==> config.mk <==
export PLATFORM = sky130hd
export DESIGN_NAME = node_heartbeat_timeout_monitor
export DESIGN_NICKNAME = d
export VERILOG_FILES = /design/src/rtl/hbm_pkg.sv /design/src/rtl/hbm_cfg_regs.sv /design/src/rtl/hbm_counter_bank.sv /design/src/rtl/node_heartbeat_timeout_monitor.sv
export SDC_FILE = /design/constraint.sdc
export NUM_CORES = 2
export LEC_CHECK = 0
export BUFFER_PORTS_ARGS = -buffer_cell sky130_fd_sc_hd__buf_2
export CAP_MARGIN = 5
export CORE_MARGIN = 2
export CORE_UTILIZATION = 35
export DETAILED_ROUTE_END_ITERATION = 16
export PLACE_DENSITY_LB_ADDON = 0.08
export REMOVE_ABC_BUFFERS = 1
export SYNTH_ARGS = -nofsm -noshare
export SYNTH_HDL_FRONTEND = slang
export SYNTH_SLANG_ARGS = --single-unit
==> constraint.sdc <==
create_clock -name clk -period 7.2 [get_ports clk]
set_clock_uncertainty 0.2 [all_clocks]
set_input_delay 0 -clock clk [delete_from_list [all_inputs] [get_ports clk]]
set_output_delay 0 -clock clk [all_outputs]
set_load 0.1 [all_outputs]
==> src/rtl/hbm_pkg.sv <==
// ----------------------------------------------------------------------------
// hbm_pkg: shared types and constants of the heartbeat timeout monitor
// request and response formats, action codes, register map and defaults
// ----------------------------------------------------------------------------
package hbm_pkg;

  // default sizing
  localparam int NUM_NODES_DEF  = 40;
  localparam int NUM_CARS_DEF   = 8;
  localparam int COUNT_BITS_DEF = 16;

  // frame identifiers per external car
  localparam int FUNCS_PER_CAR  = 16;
  localparam int FUNC_SHIFT     = $clog2(FUNCS_PER_CAR);

  // field widths
  localparam int ACTION_W   = 3;
  localparam int PORT_W     = 2;
  localparam int NODE_W     = 6;
  localparam int FID_W      = 11;
  localparam int TIMEOUT_W  = 16;
  localparam int PADDR_W    = 3;
  localparam int PDATA_W    = 32;

  // action codes
  localparam logic [ACTION_W-1:0] ACT_TICK        = 3'd0;
  localparam logic [ACTION_W-1:0] ACT_HEARD_LOCAL = 3'd1;
  localparam logic [ACTION_W-1:0] ACT_HEARD_EXT   = 3'd2;
  localparam logic [ACTION_W-1:0] ACT_QUERY_LOCAL = 3'd3;
  localparam logic [ACTION_W-1:0] ACT_QUERY_CAR   = 3'd4;

  // valid bus numbers
  localparam logic [PORT_W-1:0] BUS_A = 2'd1;
  localparam logic [PORT_W-1:0] BUS_B = 2'd2;

  // register indexes, taken from paddr[2]
  localparam logic REG_TIMEOUT  = 1'b0;
  localparam logic REG_EXT_BASE = 1'b1;

  // register reset values
  localparam logic [TIMEOUT_W-1:0] TIMEOUT_RST  = 16'd10;
  localparam logic [FID_W-1:0]     EXT_BASE_RST = 11'h080;

  typedef struct packed {
    logic [ACTION_W-1:0] action;
    logic [PORT_W-1:0]   bus_port;
    logic [NODE_W-1:0]   node_index;
    logic [FID_W-1:0]    function_id;
  } hbm_req_t;

  typedef struct packed {
    logic fault;
    logic bad_request;
  } hbm_rsp_t;

  typedef struct packed {
    logic [TIMEOUT_W-1:0] timeout_ticks;
    logic [FID_W-1:0]     external_base_id;
  } hbm_cfg_t;

endpackage

==> src/rtl/hbm_cfg_regs.sv <==
// ----------------------------------------------------------------------------
// hbm_cfg_regs: configuration registers
// apb write and read of timeout_ticks and external_base_id
// ----------------------------------------------------------------------------
module hbm_cfg_regs (
  input  logic                        clk,
  input  logic                        rst,
  input  logic                        psel,
  input  logic                        penable,
  input  logic                        pwrite,
  input  logic [hbm_pkg::PADDR_W-1:0] paddr,
  input  logic [hbm_pkg::PDATA_W-1:0] pwdata,
  output logic [hbm_pkg::PDATA_W-1:0] prdata,
  output logic                        pready,
  output hbm_pkg::hbm_cfg_t           cfg
);
  import hbm_pkg::*;

  logic wr_en;

  assign pready = 1'b1;
  assign wr_en  = psel && penable && pwrite && pready;

  always_ff @(posedge clk) begin
    if (rst) begin
      cfg.timeout_ticks    <= TIMEOUT_RST;
      cfg.external_base_id <= EXT_BASE_RST;
    end else if (wr_en) begin
      unique case (paddr[2])
        REG_TIMEOUT:  cfg.timeout_ticks    <= pwdata[TIMEOUT_W-1:0];
        REG_EXT_BASE: cfg.external_base_id <= pwdata[FID_W-1:0];
        default:      cfg.timeout_ticks    <= cfg.timeout_ticks;
      endcase
    end
  end

  always_comb begin
    unique case (paddr[2])
      REG_TIMEOUT:  prdata = {{(PDATA_W-TIMEOUT_W){1'b0}}, cfg.timeout_ticks};
      REG_EXT_BASE: prdata = {{(PDATA_W-FID_W){1'b0}}, cfg.external_base_id};
      default:      prdata = '0;
    endcase
  end

endmodule

==> src/rtl/hbm_counter_bank.sv <==
// ----------------------------------------------------------------------------
// hbm_counter_bank: row of saturating silence counters
// all lanes count up on a tick, one lane clears on a heard frame
// ----------------------------------------------------------------------------
module hbm_counter_bank #(
  parameter int DEPTH      = 2 * hbm_pkg::NUM_NODES_DEF,
  parameter int COUNT_BITS = hbm_pkg::COUNT_BITS_DEF,
  parameter int AW         = $clog2(DEPTH)
) (
  input  logic                  clk,
  input  logic                  rst,
  input  logic                  tick,
  input  logic                  clr,
  input  logic [AW-1:0]         clr_addr,
  input  logic [AW-1:0]         rd_addr,
  output logic [COUNT_BITS-1:0] rd_data
);
  import hbm_pkg::*;

  logic [COUNT_BITS-1:0] count [DEPTH];

  always_ff @(posedge clk) begin
    if (rst) begin
      for (int i = 0; i < DEPTH; i++) begin
        count[i] <= '0;
      end
    end else begin
      for (int i = 0; i < DEPTH; i++) begin
        if (tick && (count[i] != {COUNT_BITS{1'b1}})) begin
          count[i] <= count[i] + 1'b1;
        end else if (clr && (clr_addr == AW'(i))) begin
          count[i] <= '0;
        end
      end
    end
  end

  assign rd_data = count[rd_addr];

endmodule

==> src/rtl/node_heartbeat_timeout_monitor.sv <==
// ----------------------------------------------------------------------------
// node_heartbeat_timeout_monitor: liveness monitor for two redundant buses
// silence counters per local node and per external car, timeout queries
// ----------------------------------------------------------------------------
// The monitor takes one request every cycle unless stalled, and answers a
// query from its response register: the request lands in an input register,
// and the counter update or the counter lookup and timeout compare sit
// between that register and the response register. A tick bumps every
// counter of both buses at the same time, since each counter has its own
// saturating incrementer. Ticks and heard-frame requests give no response;
// query requests give exactly one. The input register keeps taking requests
// while a response waits, and stalls only when both it and the response
// register are full and the response is not taken. Counters come out of
// reset at zero with no clearing pass. Registers: timeout_ticks at byte
// address 0, external_base_id at 4; write them only while the block is idle.
// ----------------------------------------------------------------------------
module node_heartbeat_timeout_monitor #(
  parameter int NUM_NODES  = hbm_pkg::NUM_NODES_DEF,
  parameter int NUM_CARS   = hbm_pkg::NUM_CARS_DEF,
  parameter int COUNT_BITS = hbm_pkg::COUNT_BITS_DEF
) (
  input  logic                        clk,
  input  logic                        rst,
  // request channel
  input  logic                        req_valid,
  output logic                        req_ready,
  input  hbm_pkg::hbm_req_t           req_data,
  // response channel
  output logic                        rsp_valid,
  input  logic                        rsp_ready,
  output hbm_pkg::hbm_rsp_t           rsp_data,
  // configuration port
  input  logic                        psel,
  input  logic                        penable,
  input  logic                        pwrite,
  input  logic [hbm_pkg::PADDR_W-1:0] paddr,
  input  logic [hbm_pkg::PDATA_W-1:0] pwdata,
  output logic [hbm_pkg::PDATA_W-1:0] prdata,
  output logic                        pready
);
  import hbm_pkg::*;

  localparam int LAW  = $clog2(2 * NUM_NODES);
  localparam int CAW  = $clog2(2 * NUM_CARS);
  localparam int CMPW = (COUNT_BITS > TIMEOUT_W) ? COUNT_BITS : TIMEOUT_W;
  localparam int CARW = FID_W - FUNC_SHIFT;

  hbm_cfg_t cfg;

  // input register
  logic     s1_valid;
  hbm_req_t s1_req;
  logic     s1_go;

  // decoded request
  logic            port_ok;
  logic            bank;
  logic            node_ok;
  logic            car_q_ok;
  logic [FID_W:0]  car_diff;
  logic [CARW-1:0] car_num;
  logic            car_hit;
  logic            is_query;
  logic            bad;
  logic            timed_out;

  // counter bank hookup
  logic                  tick;
  logic                  local_clr;
  logic                  car_clr;
  logic [LAW-1:0]        local_addr;
  logic [CAW-1:0]        car_clr_addr;
  logic [CAW-1:0]        car_rd_addr;
  logic [COUNT_BITS-1:0] local_count;
  logic [COUNT_BITS-1:0] car_count;
  logic [COUNT_BITS-1:0] sel_count;

  hbm_cfg_regs u_cfg (
    .clk     (clk),
    .rst     (rst),
    .psel    (psel),
    .penable (penable),
    .pwrite  (pwrite),
    .paddr   (paddr),
    .pwdata  (pwdata),
    .prdata  (prdata),
    .pready  (pready),
    .cfg     (cfg)
  );

  // the input register moves on whenever the response register can load
  assign s1_go     = !rsp_valid || rsp_ready;
  assign req_ready = !s1_valid || s1_go;

  always_ff @(posedge clk) begin
    if (rst) begin
      s1_valid <= 1'b0;
    end else if (req_ready) begin
      s1_valid <= req_valid;
    end
  end

  always_ff @(posedge clk) begin
    if (req_ready) begin
      s1_req <= req_data;
    end
  end

  // bus decode: bus 2 selects the upper half of each bank
  assign port_ok = (s1_req.bus_port == BUS_A) || (s1_req.bus_port == BUS_B);
  assign bank    = (s1_req.bus_port == BUS_B);

  // index range checks
  assign node_ok  = {1'b0, s1_req.node_index} < (NODE_W + 1)'(NUM_NODES);
  assign car_q_ok = {1'b0, s1_req.node_index} < (NODE_W + 1)'(NUM_CARS);

  // external frame to car number: borrow out means id below the base
  assign car_diff = {1'b0, s1_req.function_id} - {1'b0, cfg.external_base_id};
  assign car_num  = car_diff[FID_W-1:FUNC_SHIFT];
  assign car_hit  = !car_diff[FID_W] && (car_num < CARW'(NUM_CARS));

  // bank addresses, only meaningful when the index is in range
  assign local_addr   = bank ? (LAW'(NUM_NODES) + LAW'(s1_req.node_index))
                             : LAW'(s1_req.node_index);
  assign car_clr_addr = bank ? (CAW'(NUM_CARS) + CAW'(car_num)) : CAW'(car_num);
  assign car_rd_addr  = bank ? (CAW'(NUM_CARS) + CAW'(s1_req.node_index))
                             : CAW'(s1_req.node_index);

  // counter updates happen when the request leaves the input register
  assign tick      = s1_valid && s1_go && (s1_req.action == ACT_TICK);
  assign local_clr = s1_valid && s1_go && (s1_req.action == ACT_HEARD_LOCAL)
                     && port_ok && node_ok;
  assign car_clr   = s1_valid && s1_go && (s1_req.action == ACT_HEARD_EXT)
                     && port_ok && car_hit;

  hbm_counter_bank #(
    .DEPTH      (2 * NUM_NODES),
    .COUNT_BITS (COUNT_BITS),
    .AW         (LAW)
  ) u_local (
    .clk      (clk),
    .rst      (rst),
    .tick     (tick),
    .clr      (local_clr),
    .clr_addr (local_addr),
    .rd_addr  (local_addr),
    .rd_data  (local_count)
  );

  hbm_counter_bank #(
    .DEPTH      (2 * NUM_CARS),
    .COUNT_BITS (COUNT_BITS),
    .AW         (CAW)
  ) u_car (
    .clk      (clk),
    .rst      (rst),
    .tick     (tick),
    .clr      (car_clr),
    .clr_addr (car_clr_addr),
    .rd_addr  (car_rd_addr),
    .rd_data  (car_count)
  );

  // query evaluation
  always_comb begin
    is_query  = 1'b0;
    bad       = 1'b0;
    sel_count = local_count;
    unique case (s1_req.action)
      ACT_QUERY_LOCAL: begin
        is_query  = 1'b1;
        bad       = !port_ok || !node_ok;
        sel_count = local_count;
      end
      ACT_QUERY_CAR: begin
        is_query  = 1'b1;
        bad       = !port_ok || !car_q_ok;
        sel_count = car_count;
      end
      default: begin
        is_query  = 1'b0;
      end
    endcase
  end

  // a saturated counter below a large timeout never times out
  assign timed_out = CMPW'(sel_count) >= CMPW'(cfg.timeout_ticks);

  // response register
  always_ff @(posedge clk) begin
    if (rst) begin
      rsp_valid <= 1'b0;
    end else if (s1_go) begin
      rsp_valid <= s1_valid && is_query;
    end
  end

  always_ff @(posedge clk) begin
    if (s1_go) begin
      rsp_data.fault       <= bad || timed_out;
      rsp_data.bad_request <= bad;
    end
  end

endmodule

==> flow_summary_export.csv <==
group,metric,value,unit
worst_hold_path,hold_path.class,"input pin to flip-flop",
timing,worst_slew_pin_slew,1400,ps
route,drc,0,
placed_design,portBuffers,65,
clock_network,clock-sinks,1589,
synthesis,synthArstFlopShare,0,
clock_network,cts_max_path_buffers,4,
layout,syn_to_final_growth,12.4,%
grt,grt_pass1_wl,439000,µm
synthesis,synth_cell_types,71,
placed_design,gp_congestion,0.912,
timing,min_period,5970,ps
floorplanning,die_x,523,µm
floorplanning,rows,190,
setup_path,ff2ff_setup_slack,1230,ps
grt,overflow,0,
route,wl_per_cell,24.0,µm
timing,hold_viol,0,
timing,slew_headroom,0.0440,
placed_design,dp_cells,12000,
status,status,"completed",
power,power.total,23.5,mW
floorplanning,dieHeight,523,µm
synthesis,synth_common_cells,"1649 x nor2_1, 1560 x edfxtp_1, 899 x nand2_1",
floorplanning,coreArea,268000,µm²
timing,tns,0,ps
placed_design,post-place-ws,1480,ps
synthesis,yosysMostFrequentCell,"nor2_1",
layout,layout-drive-gt1-share,0.105,
floorplanning,ios,101,
grt,grt_antenna_before_repair,10,
route,finalWirelength,298000,µm
timing,timing.final.crit_share,0.830,
setup_path,arrival,6380,ps
flow_run,maxCapViolCount,0,
setup_path,path_class,"flip-flop to flip-flop",
power,power.leakage,35.4,nW
synthesis,synth_seq_cells,1589,
route,drt_pass1_iterations,5,
synthesis,synth.largest_area_cell,"edfxtp_1",
power,ir_drop,0.198,mV
setup_path,end_kind,"flip-flop",
synthesis,ys.flop_type,"edfxtp_1",
grt,grt_pass1_vias,64600,
floorplanning,start_util,0.352,
clock_network,clkTransAtPathRegs,60,ps
clock_network,clk_latency,880,ps
grt,grtUsageTotal,0.214,
route,final_antenna_net_count,0,
grt,grt_max_degree,128,
setup_path,cp_max_fo,27,
synthesis,synth_area_leaders,"edfxtp_1 50%, mux4_2 9.9%, xor2_1 7.2%",
timing,fmax,167,MHz
synthesis,synth_area,94300,µm²
placed_design,dp_hpwl,219000,µm
synthesis,synth_seq_area_share,0.503,
setup_path,crit_required,7610,ps
synthesis,synth_top_area_share,0.497,
floorplanning,die_area,274000,µm²
route,drt_iter0_drc,5676,
synthesis,syn_avg_cell_area,11.0,µm²
layout,final_nets,8906,
power,cellPowerDensity,222,nW/µm²
clock_network,cts-root-buf,"clkbuf_16",
route,met1Wirelength,135000,µm
setup_path,critPathLaunchType,"flip-flop",
synthesis,synth_edf_count,1560,
timing,maxSlewViolCount,0,
route,route.met2.wl,135000,µm
timing,finalWorstSetupSlack,1230,ps
route,highest_layer,"met4",
clock_network,cts_inserted_buffers,200,
layout,instances_no_fill,12400,
timing,finalSetupViolations,0,
route,vias,67400,
timing,rsz0062_at_grt,"false",
clock_network,cts_max_level,4,
synthesis,ys_warn_count,0,
synthesis,syn_inst,8578,
clock_network,cts_tree,"built",
route,vias_per_cell,5.43,
route,dr_wl_met3,17200,µm
[what timing repair did]
item / in CTS / in global routing
hold buffers: 105 / 0
resized for setup: 0 / 0
setup buffers: 0 / 0
endpoints found under the hold margin: 203 / 0
[final cells by class]
type / instances / area [µm²]
multi-input combinational: 6475 / 44900
clock inverter: 92 / 941
tap: 3552 / 4440
timing repair buffer: 284 / 2400
antenna: 4 / 10.0
clock buffer: 260 / 5330
inverter: 168 / 631
sequential: 1589 / 47400
fill: 26000 / 162000
[power breakdown]
group | switching [mW] | internal [mW] | total (mW)
sequential | 0.608 | 10.6 | 11.2
clock | 4.23 | 5.80 | 10.0
combinational | 1.36 | 0.899 | 2.26
total | 6.19 | 17.3 | 23.5
[cells by family after synthesis]
logic type	Yosys count	synth area share
AND/OR/NAND/NOR	4044	0.198
flip-flops	1589	0.503
XOR/XNOR	1289	0.120
AO/OA/AOI/OAI	562	0.0375
buffers and inverters	529	0.0241
multiplexers	439	0.102
adder cells (fa/ha/maj)	124	0.0164
other	2	0.0000796
[path summary, 6_finish.rpt]
check	startpoint	to	cells past startpoint
min	rsp_ready	rsp_data[1]$_DFFE_PN_	4
max reg2reg	s1_req[18]$_DFFE_PP_	rsp_data[1]$_DFFE_PN_	14
min reg2reg	u_cfg.cfg[19]$_SDFFE_PP0P_	u_cfg.cfg[19]$_SDFFE_PP0P_	2
max	s1_req[18]$_DFFE_PP_	rsp_data[1]$_DFFE_PN_	14
[cells in the final DEF, fill, tap and decap left out, types with 60 or more instances in the layout]
cell type / Yosys / routed
a211oi_1: 106 / 106
a21oi_1: 217 / 215
and3_1: 338 / 338
and4_1: 148 / 148
buf_2: 101 / 64
buf_4: 28 / 101
clkbuf_16: 0 / 202
dlygate4sd3_1: 0 / 105
edfxtp_1: 1560 / 1560
ha_1: 124 / 124
inv_1: 168 / 168
mux4_2: 416 / 416
nand2_1: 899 / 899
nand3_1: 524 / 524
nand4_1: 162 / 162
nor2_1: 1649 / 1641
nor3_1: 81 / 75
o21ai_0: 98 / 85
or3_1: 60 / 60
xnor2_1: 507 / 507
xor2_1: 780 / 780
[stage by stage]
| stage | hold WS (ps) | util | instance area, µm² |
|---|---|---|---|
| 2_1_floorplan | -131 | - | 92800 |
| 3_3_place_gp | -22.7 | 0.368 | 98700 |
| 3_5_place_dp | -21.0 | 0.368 | 98700 |
| 4_1_cts | 16.9 | 0.395 | 106000 |
| 5_1_grt | 107 | 0.395 | 106000 |
| 6_report | 120 | 0.396 | 106000 |
[sequential cells by signal, summed over array words and instances, names as in the netlist]
signal,flops
rsp_data,2
rsp_valid,1
s1_req,22
s1_valid,1
u_car.count,256
u_cfg.cfg,27
u_local.count,1280
[critical path, cell delays in order (launching register included)]
cell and delay (ps):
edfxtp_1 360, ha_1 370, buf_4 280, xnor2_4 730, nand3_1 670, o22a_1 470
a2111oi_0 1190, a211o_1 260, ha_1 230, nand2b_1 140, a21o_1 180, a21o_1 170
a21o_1 180, a21oi_1 140, o21ai_0 100
[metal layers]
layer,track usage,vias to the layer above
li1,-,31400
met1,0.303,33900
met2,0.334,1828
met3,0.0316,380
met4,0.0709,0
met5,0,-
(Power assumes the default switching activity.)
